$ cat src/rtl/lbq_pkg.sv
// shared types and constants for the line billboard quad expander
package lbq_pkg;

    localparam int COORD_FRAC_BITS = 16;
    localparam int COORD_W         = 32;
    localparam int DIFF_W          = COORD_W + 1;
    localparam int PROD_W          = 2 * DIFF_W;
    localparam int CROSS_W         = PROD_W + 2;
    localparam int MAG_W           = PROD_W + 1;
    localparam int SM_W            = 30;
    localparam int SQ_W            = 2 * SM_W + 2;
    localparam int LEN_W           = SM_W + 1;
    localparam int REM_W           = LEN_W + COORD_FRAC_BITS;
    localparam int HALF_W          = COORD_FRAC_BITS + 1;
    localparam int SQRT_STEPS      = SQ_W / 2;
    localparam int CNT_W           = $clog2(SQRT_STEPS + 1);

    typedef logic signed [COORD_W-1:0] coord_t;
    typedef logic signed [DIFF_W-1:0]  diff_t;
    typedef logic signed [HALF_W-1:0]  half_t;

    typedef struct packed {
        logic signed [COORD_W-1:0] start_x;
        logic signed [COORD_W-1:0] start_y;
        logic signed [COORD_W-1:0] start_z;
        logic signed [COORD_W-1:0] end_x;
        logic signed [COORD_W-1:0] end_y;
        logic signed [COORD_W-1:0] end_z;
        logic signed [COORD_W-1:0] camera_x;
        logic signed [COORD_W-1:0] camera_y;
        logic signed [COORD_W-1:0] camera_z;
        logic [31:0]               start_color;
        logic [31:0]               end_color;
    } in_item_t;

    typedef struct packed {
        logic signed [COORD_W-1:0] vertex_x;
        logic signed [COORD_W-1:0] vertex_y;
        logic signed [COORD_W-1:0] vertex_z;
        logic [31:0]               vertex_color;
        logic [1:0]                corner;
        logic                      last;
        logic                      degenerate;
    } out_item_t;

    typedef struct packed {
        coord_t [2:0] pt_s;
        coord_t [2:0] pt_e;
        diff_t [2:0]  dir;
        diff_t [2:0]  us;
        diff_t [2:0]  ue;
        logic [31:0]  color_s;
        logic [31:0]  color_e;
    } line_job_t;

    typedef struct packed {
        coord_t [2:0] pt_s;
        coord_t [2:0] pt_e;
        half_t [2:0]  h_s;
        half_t [2:0]  h_e;
        logic         dg_s;
        logic         dg_e;
        logic [31:0]  color_s;
        logic [31:0]  color_e;
    } quad_job_t;

endpackage

$ cat src/rtl/lbq_emit.sv
// corner emitter: four saturated corners per quad through an output register
module lbq_emit (
    input  logic               aclk,
    input  logic               aresetn,
    input  logic               quad_valid,
    output logic               quad_ready,
    input  lbq_pkg::quad_job_t quad_data,
    output logic               m_valid,
    input  logic               m_ready,
    output lbq_pkg::out_item_t m_data
);
    import lbq_pkg::*;

    function automatic coord_t sat_corner(coord_t p, half_t h, logic plus);
        logic signed [COORD_W+1:0] s;
        s = plus ? ((COORD_W + 2)'(p) + (COORD_W + 2)'(h))
                 : ((COORD_W + 2)'(p) - (COORD_W + 2)'(h));
        if (s[COORD_W+1:COORD_W-1] == '0 || s[COORD_W+1:COORD_W-1] == '1) begin
            return s[COORD_W-1:0];
        end else if (s[COORD_W+1]) begin
            return {1'b1, {(COORD_W - 1){1'b0}}};
        end else begin
            return {1'b0, {(COORD_W - 1){1'b1}}};
        end
    endfunction

    logic      busy_reg, busy_next;
    quad_job_t quad_reg, quad_next;
    logic [1:0] k_reg, k_next;
    logic      m_valid_reg, m_valid_next;
    out_item_t m_data_reg, m_data_next;

    logic        advance, use_end, plus;
    coord_t [2:0] pt;
    half_t [2:0]  h;
    out_item_t   corner_item;

    assign quad_ready = !busy_reg;
    assign m_valid    = m_valid_reg;
    assign m_data     = m_data_reg;
    assign advance    = busy_reg && (!m_valid_reg || m_ready);
    assign use_end    = k_reg[1];
    assign plus       = k_reg == 2'd0 || k_reg == 2'd3;
    assign pt         = use_end ? quad_reg.pt_e : quad_reg.pt_s;
    assign h          = use_end ? quad_reg.h_e : quad_reg.h_s;

    always_comb begin
        corner_item.vertex_x     = sat_corner(pt[0], h[0], plus);
        corner_item.vertex_y     = sat_corner(pt[1], h[1], plus);
        corner_item.vertex_z     = sat_corner(pt[2], h[2], plus);
        corner_item.vertex_color = use_end ? quad_reg.color_e : quad_reg.color_s;
        corner_item.corner       = k_reg;
        corner_item.last         = k_reg == 2'd3;
        corner_item.degenerate   = use_end ? quad_reg.dg_e : quad_reg.dg_s;
    end

    always_comb begin
        busy_next    = busy_reg;
        quad_next    = quad_reg;
        k_next       = k_reg;
        m_valid_next = m_valid_reg;
        m_data_next  = m_data_reg;
        if (advance) begin
            m_valid_next = 1'b1;
            m_data_next  = corner_item;
            k_next       = k_reg + 1'b1;
            if (k_reg == 2'd3) begin
                busy_next = 1'b0;
            end
        end else if (m_ready) begin
            m_valid_next = 1'b0;
        end
        if (!busy_reg && quad_valid) begin
            busy_next = 1'b1;
            quad_next = quad_data;
            k_next    = '0;
        end
    end

    always_ff @(posedge aclk) begin
        if (!aresetn) begin
            busy_reg    <= 1'b0;
            m_valid_reg <= 1'b0;
            k_reg       <= '0;
        end else begin
            busy_reg    <= busy_next;
            m_valid_reg <= m_valid_next;
            k_reg       <= k_next;
        end
        quad_reg   <= quad_next;
        m_data_reg <= m_data_next;
    end

endmodule
$ cat config.mk
export PLATFORM = sky130hd
export DESIGN_NAME = lbq_emit
export DESIGN_NICKNAME = d
export VERILOG_FILES = /design/src/rtl/lbq_pkg.sv /design/src/rtl/lbq_emit.sv
export SDC_FILE = /design/constraint.sdc
export NUM_CORES = 1
export LEC_CHECK = 0
export BUFFER_PORTS_ARGS = -buffer_cell sky130_fd_sc_hd__clkbuf_2
export CAP_MARGIN = 40
export CORE_MARGIN = 2
export CORE_UTILIZATION = 60
export CTS_CLUSTER_SIZE = 24
export DETAILED_ROUTE_END_ITERATION = 10
export PLACE_DENSITY = 0.85
export SYNTH_ARGS = -nofsm -noshare
export SYNTH_HDL_FRONTEND = slang
export SYNTH_SLANG_ARGS = --single-unit
$ cat constraint.sdc
create_clock -name aclk -period 53.3 [get_ports aclk]
set_input_delay 2.665 -clock aclk [delete_from_list [all_inputs] [get_ports aclk]]
set_output_delay 2.665 -clock aclk [all_outputs]
set_load 0.01 [all_outputs]
### Word level (Yosys, flattened, before mapping)

Cells that the tools add are included.

| word-level totals | value |
|---|---|
| register bits | 496 |
| output and inout bits | 134 |
| logic and storage cells | 74 |

| cells by class | value |
|---|---|
| bitwise logic cells | 1 |
| add/subtract/negate cells | 7 |
| muxes and demuxes | 18 |
| equality and inequality tests | 4 |
| reductions and logical operators | 18 |

Operators with widths:

| cell | number |
|---|---|
| $mux 32 | 7 |
| $mux 34 | 3 |
| $add 32x17->33 | 3 |
| $sub 32x17->33 | 3 |
| $mux 96 | 1 |
| $mux 51 | 1 |
| $eq 3x3->1 const B | 3 |
| $logic_not 3->1 | 3 |
| $mux 1 | 6 |
| $reduce_bool 2->1 | 3 |
| $logic_or 1x1->1 | 5 |
| $add 2x1->2 const B | 1 |
| $eq 2x2->1 const B | 1 |
| $logic_and 1x1->1 | 2 |
| $logic_not 1->1 | 2 |
| $logic_not 2->1 | 1 |
| $reduce_and 2->1 | 1 |
| $reduce_or 2->1 | 1 |
| $not 1->1 | 1 |

### Logic depth before layout (Yosys ltp)

Gate-level depths: netlist (run 1).

| logic depth | value |
|---|---|
| word-level depth | 6 |
| mapped depth | 30 |
| mapped depth without buffers | 23 |

### Worst setup path before layout (run 1)

OpenSTA, ideal clock, no wires.

| timing | value |
|---|---|
| path type | input to register |
| start point | input quad_valid |
| end point | register k_reg[0] |
| buffers on the path | 0 |
| stages on the path | 3 |
| data required time | 53.165 ns |
| path slack | 33.936 ns |
| arrival | 19.229 ns |
| path through | nor2b_1 nand2b_1 nor2_1 |

| on the way | value |
|---|---|
| longest elaborated chain between the ends | 2 |

Ends and longest elaborated chain:

| what | line | text |
|---|---|---|
| start, declared | lbq_emit.sv:5 | `input logic quad_valid,` |
| $logic_and 1x1->1 | lbq_emit.sv:73 | `if (!busy_reg && quad_valid) begin` |
| $reduce_or 2->1 (no source line) | - |  |
| end signal, assigned | lbq_emit.sv:88 | `k_reg <= k_next;` |
| end, declared | lbq_emit.sv:29 | `logic [1:0] k_reg, k_next;` |

Every way passes these cells.
A chain may end at the register's enable or synchronous reset.

==> summary.md, run 1 <==
| Metric | Value |
|---|---|
| Dpl hpwl | `46840 µm` |
| FF/Latch Area | `about 15000 µm²` |
| Clock Power Share | `about 30%` |
| Clock slew at reported path FFs | `about 0.060 ns` |
| Syn_area_per_cell | `13.51 µm²` |
| Yosys top cell area share | `between 50% and 60%` |
| Row count | `74` |
| Layout Nets | `about 2800` |
| Clock Path Buffers | `3` |
| Final instance area | `29270 µm²` |
| Clock Skew | `around 0.033 ns` |
| Reg power frac | `between 40% and 50%` |
| Setup TNS | `0 ns` |
| Max-cap check violation count | `0` |
| Crit path from | `k_reg[1]$_SDFFE_PP0P_` |
| Final setup fails | `0` |
| Total Power | `1.095 mW` |
| Reg2reg path depth | `25` |
| Die Ht | `206.6 µm` |
| Top cells by instance count after synthesis | `edfxtp_1, mux2_2, a21oi_1` |
| Synthesized flop and latch total | `just under 500` |
| DP Cell Count | `2800` |
| Clk_lat worst skew | `about 0.59 ns` |
| DRC | `0` |
| Worst hold endpoint | `m_data[2]$_DFFE_PP_` |
| RSZ-0062 raised after global routing | `no` |
| Synth top area cells | `edfxtp_1, mux2_2, ha_1` |
| Yosys cell types | `between 80 and 90` |
| WP data required | `53.59 ns` |
| Post-CTS Setup Inserts | `0` |
| CTS Root Cell | `clkbuf_16` |
| Max-slew violations | `0` |
| Final GP Congestion | `0.9599` |
| EDFF count, synth | `492` |
| CP endpoint kind | `flip-flop` |
| Setup CP Type | `flip-flop to flip-flop` |
| Core Util, Final | `roughly 72%` |
| Minimum clock period | `slightly above 7 ns` |
| Largest net degree at the start of global routing | `about 160` |
| Die area | `approximately 43000 µm²` |
| Pleak | `11.33 nW` |
| Fill count | `2660` |
| Worst Max-Slew Pin Slew | `between 0.9 and 1 ns` |
| Layout cells sized above 1 | `32.64%` |
| Slew HR | `~37%` |
| Peak supply drop | `0.00003744 V` |
| Max Freq | `around 0.14 GHz` |
| CTS tree | `done` |
| Core Area | `40650 µm²` |
| Worst flop-to-flop path startpoint | `k_reg[1]$_SDFFE_PP0P_` |
| Wire per inst | `21.67 µm` |
| Sequential area share after synthesis | `60.30%` |
| Int Pwr | `between 700 and 800 µW` |
| Antenna-violating nets left | `0` |
| First-pass GRT wire length | `94060 µm` |
| Initial Utilization | `60.61%` |
| YS warnings | `0` |
| GRT Residual Overflow | `0` |
| Area growth, synth to finish | `18.83%` |
| Vias in the first global route | `approximately 17000` |
| R2r setup slk | `about 46 ns` |
| GRT Total Usage | `28.92%` |
| Synthesized cell area | `24630 µm²` |
| DRT iter0 DRCs | `between 1000 and 1500` |
| Status | `completed` |
| Crit Path Max Fanout | `approximately 160` |
| CTS sink cnt | `496` |
| Post_cts resized | `0` |
| Hold Crit Class | `flip-flop to flip-flop` |
| Synth Instances | `1824` |
| Clock buffer count from CTS | `50` |
| NetSw | `315.6 µW` |
| Most used flip-flop cell after synthesis | `edfxtp_1` |
| WL final | `about 63000 µm` |
| Max reg flops | `360` |
| Hold Crit Depth | `0` |
| Power Dens Cells | `approximately 37 nW/µm²` |
| Area post-placement | `between 20000 and 30000 µm²` |
| Hold-fix buffers, CTS | `0` |
| Asr flop ratio synth | `0%` |
| Most frequent cell after synthesis | `edfxtp_1` |
| Syn_nets | `~2300` |
| Area of the multi-input gates | `9278 µm²` |
| Via count | `around 17000` |
| Sw Ratio | `28.81%` |
| Data arrival, critical path | `roughly 7.5 ns` |
| Die Width | `~210 µm` |
| Reg2reg end | `m_data[106]$_DFFE_PP_` |
| Initial antenna violation count | `8` |
| DR vias/cell | `5.909` |
| CTS HTree Levels | `2` |
| Port Buf Inserts | `just under 500` |
| Dominant cell type by area after synthesis | `edfxtp_1` |
| Final Non-Filler Cells | `2898` |
| Num ports | `498` |
| Hold Startpoint | `k_reg[0]$_SDFFE_PP0P_` |
| Logic pwr share | `between 20 and 25%` |
| Startpoint Class | `flip-flop` |
| First-pass iteration count of the detailed router | `5` |
| Period utilisation layout | `13.54%` |
| Endpoints failing hold | `0` |
-- worst max-delay path, cell delays in order (launching register included) --
cell       delay, ns
dfxtp_4         0.65
buf_12          0.60
mux2_1          0.40
inv_1           0.08
ha_1            0.16
o21ai_0         0.11
or2_2           0.32
nor3b_1         0.26
nor2b_1         0.19
nor2b_1         0.18
o21ai_0         0.19
nor2_1          0.54
inv_1           0.12
ha_1            0.32
mux2i_1         0.08
ha_1            0.28
a21o_1          0.21
a2111oi_0       0.38
o21ai_1         0.13
o21a_1          0.15
a221o_1         0.40
nand4_1         0.14
nand4_2         0.25
nor2_2          0.43
buf_8           0.22
o21ai_0         0.11
-- placed cells by master (no fill, tap or decap), types with 45 or more instances in the layout --
cell	n
mux2i_1	51
clkbuf_16	53
o21ai_0	109
a21o_1	46
edfxtp_1	492
nor2_1	83
inv_1	45
ha_1	102
mux2_2	134
xor2_1	59
xnor2_1	66
clkbuf_2	497
nand2_1	77
a21oi_1	123
-- through the flow --
step           setup slack (ns)  hold slack, ns
2_1_floorplan             33.94          0.4288
3_3_place_gp              46.10          0.4807
3_5_place_dp              45.91          0.4764
4_1_cts                   45.79          0.5003
5_1_grt                   45.42          0.5166
6_report                  46.08          0.5011
-- cells by family after synthesis --
group           synth area share (%)
compound gates                 10.86
xor+xnor                       4.693
fa+ha+maj                      7.182
buf+inv                        2.153
flops                          60.30
mux                            8.243
simple gates                   6.572
-- worst max path at each step --
stage,end,slack [ns]
6_report,m_data[106]$_DFFE_PP_,46.08
5_1_grt,m_data[108]$_DFFE_PP_,45.42
4_1_cts,m_data[106]$_DFFE_PP_,45.79
3_5_place_dp,m_data[108]$_DFFE_PP_,45.91
3_3_place_gp,m_data[127]$_DFFE_PP_,46.10
2_1_floorplan,k_reg[0]$_SDFFE_PP0P_,33.94
-- layer usage --
layer	vias to the layer above	global-route usage (%)	share of wire [%]
met4	12	12.02	3.8
met2	771	49.82	50
li1	7953	-	-
met1	8241	35.61	38
met3	147	5.918	7.5
met5	-	0	0.13
-- final cells by class --
type,count,share of cell area (%)
Tap cell,532,2.274
Inverter,45,0.5770
Multi-Input combinational cell,1211,31.69
Clock inverter,25,0.5257
Clock buffer,68,4.723
Timing Repair Buffer,517,9.420
Antenna cell,4,0.03419
Sequential cell,496,50.75
-- power groups by stage --
stage / Sequential (mW) / Combinational, mW / Clock [mW]
floorplan: 0.518 / 0.179 / 0
global placement: 0.500 / 0.258 / 0
detailed placement: 0.502 / 0.267 / 0
CTS: 0.494 / 0.270 / 0.334
global route: 0.496 / 0.297 / 0.349
finish: 0.494 / 0.273 / 0.328
Note: power is estimated with default switching activity, not from simulation.
==> run 2: changes to the inputs <==
--- a/config.mk
+++ b/config.mk
@@ -8,10 +8,10 @@
 export BUFFER_PORTS_ARGS = -buffer_cell sky130_fd_sc_hd__clkbuf_2
 export CAP_MARGIN = 40
 export CORE_MARGIN = 2
-export CORE_UTILIZATION = 60
+export CORE_UTILIZATION = 56
 export CTS_CLUSTER_SIZE = 24
 export DETAILED_ROUTE_END_ITERATION = 10
-export PLACE_DENSITY = 0.85
+export PLACE_DENSITY = 0.8
 export SYNTH_ARGS = -nofsm -noshare
 export SYNTH_HDL_FRONTEND = slang
 export SYNTH_SLANG_ARGS = --single-unit
==> constraint.sdc (replaced) <==
create_clock -name aclk -period 6.7 [get_ports aclk]
set_input_delay 0.335 -clock aclk [delete_from_list [all_inputs] [get_ports aclk]]
set_output_delay 0.335 -clock aclk [all_outputs]
set_load 0.01 [all_outputs]
==> summary.md, run 2 (synthesis gave the netlist of run 1 again) <==
| Metric | Value |
|---|---|
| Status | `completed` |
| R2r setup slk | `0.49 ns (-45.60 ns)` |
| Initial Utilization | `56.94% (-3.7 points)` |
| GRT Residual Overflow | `0 (unchanged)` |
| Top delay family on crit path | `simple AND/OR/NAND/NOR gates` |
| Core Area | `43270 µm² (+6.4%)` |
| RSZ-0062 raised after global routing | `no` |
| Die Width | `213.7 µm (+3.4%)` |
| Clk_lat worst skew | `0.60 ns (about the same)` |
| Clock Skew | `0.02032 ns (-0.01221 ns)` |
| Clock buffer count from CTS | `50 (unchanged)` |
| Die Ht | `213.7 µm (+3.4%)` |
| Area of the multi-input gates | `9294 µm² (+0.18%)` |
| Final setup fails | `0 (unchanged)` |
| Max reg flops | `360 (unchanged)` |
| DR vias/cell | `5.753 (-2.6%)` |
| Buf/Inv on CP | `2 (-2)` |
| Max-slew violations | `0 (unchanged)` |
| Die area | `45680 µm² (+7.0%)` |
| Dpl hpwl | `47510 µm (+1.4%)` |
| Worst Max-Slew Pin Slew | `0.9664 ns (+0.02827 ns)` |
| CP max-delay cell | `dfxtp_4` |
| Crit path from | `k_reg[1]$_SDFFE_PP0P_` |
| Worst hold endpoint | `quad_reg[137]$_DFFE_PP_` |
| GRT Total Usage | `31.78% (+2.9 points)` |
| Commonest cells after routing, fill and taps aside | `clkbuf_2, edfxtp_1, dlygate4sd3_1` |
| CTS tree | `done` |
| Hold slack | `0.02018 ns (-0.4809 ns)` |
| Largest net degree at the start of global routing | `170 (+7.6%)` |
| DRC | `0 (unchanged)` |
| Peak supply drop | `0.0002329 V (+520%)` |
| Row count | `76 (+2.7%)` |
| Area growth, synth to finish | `34.22%` |
| Initial antenna violation count | `5 (-3)` |
| Layout cells sized above 1 | `28.48% (-4.2 points)` |
| CTS HTree Levels | `2 (unchanged)` |
| Worst flop-to-flop path startpoint | `k_reg[1]$_SDFFE_PP0P_` |
| Setup CP Type | `flip-flop to flip-flop` |
| Hold Crit Class | `input pin to flip-flop` |
| Power Dens Cells | `278.2 nW/µm² (+640%)` |
| Max Freq | `0.1610 GHz (+16%)` |
| Hold Crit Depth | `1 (+1)` |
| Fill count | `2549 (-4.2%)` |
| CTS sink cnt | `496 (unchanged)` |
| CP endpoint kind | `flip-flop` |
| Startpoint Class | `flip-flop` |
| CTS Root Cell | `clkbuf_16` |
| Max-cap check violation count | `0 (unchanged)` |
| Port Buf Inserts | `497 (unchanged)` |
| Clock Path Buffers | `3 (unchanged)` |
| Layout Nets | `3159 (+13%)` |
| Clock slew at reported path FFs | `0.06 ns (about the same)` |
| Setup TNS | `0 ns (unchanged)` |
| Via count | `19071 (+11%)` |
| Data arrival, critical path | `6.51 ns (-1.00 ns)` |
| Reg2reg path depth | `23 (-8.0%)` |
| First-pass iteration count of the detailed router | `7 (+2)` |
| Slowest Stage Delay on Critical Path | `0.61 ns (-0.04 ns)` |
| Wire per inst | `22.55 µm (+4.0%)` |
| Reg2reg end | `m_data[100]$_DFFE_PP_` |
| DRT iter0 DRCs | `1653 (+18%)` |
| Crit Path Max Fanout | `29 (-82%)` |
| Antenna-violating nets left | `0 (unchanged)` |
| Core Util, Final | `76.42% (+4.4 points)` |
| Pleak | `12.91 nW (+14%)` |
| Hold Startpoint | `quad_data[137]` |
| Crit path cell chain | `mux2_1 > inv_1 > ha_1 > o21ai_0 > or2_2 > nor3b_1 > nor2b_1 > nor2b_1 > o21ai_0 > nor2_1 > inv_1 > ha_1 > mux2i_1 > ha_1 > a21o_1 > a2111oi_0 > o21ai_1 > o21a_1 > a221o_1 > nand4_1 > nand4_2 > nor2_4 > o21ai_0` |
| Slew HR | `35.58% (-1.9 points)` |
| FF/Latch Area | `14860 µm² (unchanged)` |
| Commonest non-fill, non-tap cell in the layout | `clkbuf_2` |
| Period utilisation layout | `92.73% (+79 points)` |
| WL final | `74740 µm (+19%)` |
| Final GP Congestion | `0.9452 (-1.5%)` |
| Vias in the first global route | `19210 (+12%)` |
| WP data required | `7.00 ns (-46.59 ns)` |
| Minimum clock period | `6.213 ns (-1.004 ns)` |
| First-pass GRT wire length | `108700 µm (+16%)` |
| Num ports | `498 (unchanged)` |
| Endpoints failing hold | `0 (unchanged)` |
[run 2: metrics by stage]
stage,setup WS (ns),power (mW),instances,instance area (µm²)
after floorplan,0.1298,5.486,1824,24640
after global placement,0.5604,6.060,2854,27690
after detailed placement,0.4288,6.129,2859,27800
after CTS,0.3494,9.070,3305,32990
after global routing,0.05553,9.549,3313,33060
final,0.4871,9.198,3315,33070
[run 2: worst max path at each step]
stage | endpoint | slack, ns | cells after the start
after detailed placement | m_data[108]$_DFFE_PP_ | 0.43 | 20
final | m_data[100]$_DFFE_PP_ | 0.49 | 23
after floorplan | m_data[121]$_DFFE_PP_ | 0.13 | 30
after global placement | m_data[127]$_DFFE_PP_ | 0.56 | 20
after global routing | m_data[127]$_DFFE_PP_ | 0.06 | 23
after CTS | m_data[108]$_DFFE_PP_ | 0.35 | 20
[run 2: power by group]
group          internal [mW]  leakage [nW]  switching [mW]
sequential              3.83          4.71           0.114
clock                   1.63         0.781            1.19
combinational           1.04          7.42            1.39
total                   6.50          12.9            2.70
[run 2: metal layers]
layer | wire, µm | global-route usage (%) | part of all wire (%)
met5 | 25 | 0 | 0.033
met4 | 3028 | 12.98 | 4.1
met3 | 5648 | 6.224 | 7.6
met2 | 37470 | 55.60 | 50
met1 | 28570 | 38.68 | 38
[run 2: area by class of cell]
class                   instances  area share, %
flip-flops and latches        496          44.94
multi-input cells            1212          28.11
repair buffers                884          19.32
clock buffers                  63          4.125
well taps                     585          2.214
clock inverters                25         0.7492
inverters                      45         0.5108
diodes                          5        0.03784
[run 2: timing repair]
item / 4_1_cts / 5_1_grt
hold endpoints to repair: 358 / 1
gates resized for setup: 0 / 2
setup buffers: 0 / 3
endpoints found under the setup margin: 0 / 28
hold buffers: 358 / 1
==> run 3: changes to the inputs <==
--- a/config.mk
+++ b/config.mk
@@ -7,11 +7,14 @@
 export LEC_CHECK = 0
 export BUFFER_PORTS_ARGS = -buffer_cell sky130_fd_sc_hd__clkbuf_2
 export CAP_MARGIN = 40
+export CELL_PAD_IN_SITES_DETAIL_PLACEMENT = 0
+export CELL_PAD_IN_SITES_GLOBAL_PLACEMENT = 1
 export CORE_MARGIN = 2
-export CORE_UTILIZATION = 56
+export CORE_UTILIZATION = 45
 export CTS_CLUSTER_SIZE = 24
 export DETAILED_ROUTE_END_ITERATION = 10
 export PLACE_DENSITY = 0.8
+export SKIP_LAST_GASP = 1
 export SYNTH_ARGS = -nofsm -noshare
 export SYNTH_HDL_FRONTEND = slang
 export SYNTH_SLANG_ARGS = --single-unit
==> summary.md, run 3 (synthesis gave the netlist of run 1 again) <==
| Metric | Value |
|---|---|
| Status | `completed` |
| First-pass iteration count of the detailed router | `7 (unchanged)` |
| First-pass GRT wire length | `106200 µm (-2.3%)` |
| CP endpoint kind | `flip-flop` |
| Wire per inst | `20.61 µm (-8.6%)` |
| CP max-delay cell | `nor2_2` |
| Startpoint Class | `flip-flop` |
| Clk_lat worst skew | `0.60 ns (about the same)` |
| Hold Crit Depth | `3 (+2)` |
| Antenna-violating nets left | `0 (unchanged)` |
| WP data required | `7.02 ns (+0.02 ns)` |
| Initial antenna violation count | `21 (+16)` |
| Final setup fails | `0 (unchanged)` |
| Layout cells sized above 1 | `28.49% (about the same)` |
| Port Buf Inserts | `497 (unchanged)` |
| Max reg flops | `360 (unchanged)` |
| R2r setup slk | `0.43 ns (-0.06 ns)` |
| Period utilisation layout | `93.56% (+0.83 points)` |
| Area of the multi-input gates | `9289 µm² (about the same)` |
| Commonest cells after routing, fill and taps aside | `clkbuf_2, edfxtp_1, dlygate4sd3_1` |
| GRT Total Usage | `24.46% (-7.3 points)` |
| Clock Skew | `0.01321 ns (-0.007109 ns)` |
| Pleak | `12.87 nW (-0.29%)` |
| Max-slew violations | `0 (unchanged)` |
| Slowest Stage Delay on Critical Path | `0.72 ns (+0.11 ns)` |
| Reg2reg path depth | `21 (-8.7%)` |
| Crit path cell chain | `buf_4 > mux2i_1 > ha_1 > o21ai_0 > or2_2 > nor2_1 > nand2_1 > nor2_1 > o21ai_0 > ha_1 > a21oi_1 > ha_1 > and2_1 > a221o_1 > a21o_1 > a21oi_1 > a211oi_1 > nor4_2 > xnor2_2 > nor2_2 > a21oi_2` |
| Initial Utilization | `45.69% (-11 points)` |
| CTS tree | `done` |
| Hold slack | `0.06153 ns (+0.04134 ns)` |
| DRC | `0 (unchanged)` |
| Max-cap check violation count | `0 (unchanged)` |
| Commonest non-fill, non-tap cell in the layout | `clkbuf_2` |
| DR vias/cell | `5.284 (-8.1%)` |
| Fill count | `4013 (+57%)` |
| Slew HR | `24.14% (-11 points)` |
| Core Util, Final | `61.52% (-15 points)` |
| Row count | `85 (+12%)` |
| Clock slew at reported path FFs | `0.06 ns (about the same)` |
| Peak supply drop | `0.0002519 V (+8.2%)` |
| Die area | `56630 µm² (+24%)` |
| Core Area | `53920 µm² (+25%)` |
| Area growth, synth to finish | `34.64%` |
| FF/Latch Area | `14860 µm² (unchanged)` |
| Setup CP Type | `flip-flop to flip-flop` |
| Largest net degree at the start of global routing | `184 (+8.2%)` |
| Vias in the first global route | `19145 (-0.34%)` |
| Top delay family on crit path | `simple AND/OR/NAND/NOR gates` |
| Clock buffer count from CTS | `52 (+4.0%)` |
| Num ports | `498 (unchanged)` |
| DRT iter0 DRCs | `1016 (-39%)` |
| Power Dens Cells | `274.0 nW/µm² (-1.5%)` |
| Via count | `18167 (-4.7%)` |
| Worst path depth | `21 (-8.7%)` |
| Crit Path Max Fanout | `51 (+76%)` |
| Hold Crit Class | `input pin to flip-flop` |
| Reg2reg end | `m_data[61]$_DFFE_PP_` |
| CTS HTree Levels | `2 (unchanged)` |
| Max Freq | `0.1595 GHz (-0.88%)` |
| Worst hold endpoint | `m_valid$_SDFFE_PN0P_` |
| Dpl hpwl | `48470 µm (+2.0%)` |
| Data arrival, critical path | `6.59 ns (+0.08 ns)` |
| Die Ht | `238.0 µm (+11%)` |
| Die Width | `238.0 µm (+11%)` |
| CTS Root Cell | `clkbuf_16` |
| Worst Max-Slew Pin Slew | `1.138 ns (+0.1716 ns)` |
| WL final | `70870 µm (-5.2%)` |
| Layout Nets | `3154 (-0.16%)` |
| Worst flop-to-flop path startpoint | `k_reg[1]$_SDFFE_PP0P_` |
| GRT Residual Overflow | `0 (unchanged)` |
| Final GP Congestion | `0.9169 (-3.0%)` |
| RSZ-0062 raised after global routing | `no` |
| Buf/Inv on CP | `1 (-1)` |
| Endpoints failing hold | `0 (unchanged)` |
| Minimum clock period | `6.268 ns (+0.05529 ns)` |
| Hold Startpoint | `m_ready` |
| Most used cell, CP | `ha_1` |
| CTS sink cnt | `496 (unchanged)` |
| Setup TNS | `0 ns (unchanged)` |
| Clock Path Buffers | `3 (unchanged)` |
-- run 3: cell types whose count changed in the layout (fill, tap and decap cells not counted), sizes merged --
cell and change:
bufinv -2, dlygate4sd3 +2, clkbuf +3, diode +10, clkinv +5, clkinvlp +1
inv +2, buf -9
-- run 3: worst max path at each step --
| stage | start | end | slack (ns) |
|---|---|---|---|
| after floorplan | k_reg[1]$_SDFFE_PP0P_ | m_data[121]$_DFFE_PP_ | 0.13 |
| after global placement | k_reg[1]$_SDFFE_PP0P_ | m_data[65]$_DFFE_PP_ | 0.64 |
| after detailed placement | k_reg[1]$_SDFFE_PP0P_ | m_data[65]$_DFFE_PP_ | 0.46 |
| after CTS | k_reg[1]$_SDFFE_PP0P_ | m_data[65]$_DFFE_PP_ | 0.41 |
| after global routing | k_reg[1]$_SDFFE_PP0P_ | m_data[58]$_DFFE_PP_ | 0.01 |
| final | k_reg[1]$_SDFFE_PP0P_ | m_data[61]$_DFFE_PP_ | 0.43 |
-- run 3: power breakdown --
group          switching [mW]  leakage [nW]  internal (mW)
Combinational            1.33          7.36           1.02
Clock                    1.24         0.798           1.57
Sequential             0.0988          4.71           3.83
Total                    2.66          12.9           6.43
-- run 3: through the flow --
stage	cell area (µm²)	total power, mW	setup WS (ns)	std cells
2_1_floorplan	24640	5.486	0.1298	1824
3_3_place_gp	27830	6.079	0.6417	2962
3_5_place_dp	27870	6.132	0.4573	2964
4_1_cts	33120	9.103	0.4118	3422
5_1_grt	33160	9.496	0.01415	3434
6_report	33170	9.088	0.4318	3438
-- run 3: layout make-up --
type / count / area share, %
flip-flops and latches: 496 / 44.79
multi-input cells: 1212 / 28.00
repair buffers: 877 / 19.01
clock buffers: 66 / 4.112
well taps: 696 / 2.625
clock inverters: 31 / 0.8336
inverters: 45 / 0.5092
diodes: 15 / 0.1132
-- run 3: per-layer routing --
metal	track usage, %	vias to the layer above	wire length, µm
met2	43.61	606	35890
met4	8.731	16	2323
li1	-	8676	-
met3	5.229	140	4223
met5	0	-	109
met1	29.17	8729	28320
-- run 3: what timing repair did --
| item | CTS | global route |
|---|---|---|
| endpoints found under the hold margin | 361 | 0 |
| resized for setup | 0 | 1 |
| hold buffers | 361 | 0 |
| buffers inserted | 0 | 0 |
| endpoints found under the setup margin | 0 | 12 |
-- run 3: worst register-to-register path, stage by stage (launching register included) --
cell      delay, ns
dfxtp_4        0.49
buf_4          0.58
mux2i_1        0.44
ha_1           0.23
o21ai_0        0.12
or2_2          0.32
nor2_1         0.19
nand2_1        0.10
nor2_1         0.13
o21ai_0        0.15
ha_1           0.31
a21oi_1        0.17
ha_1           0.29
and2_1         0.20
a221o_1        0.34
a21o_1         0.18
a21oi_1        0.24
a211oi_1       0.13
nor4_2         0.36
xnor2_2        0.26
nor2_2         0.73
a21oi_2        0.04
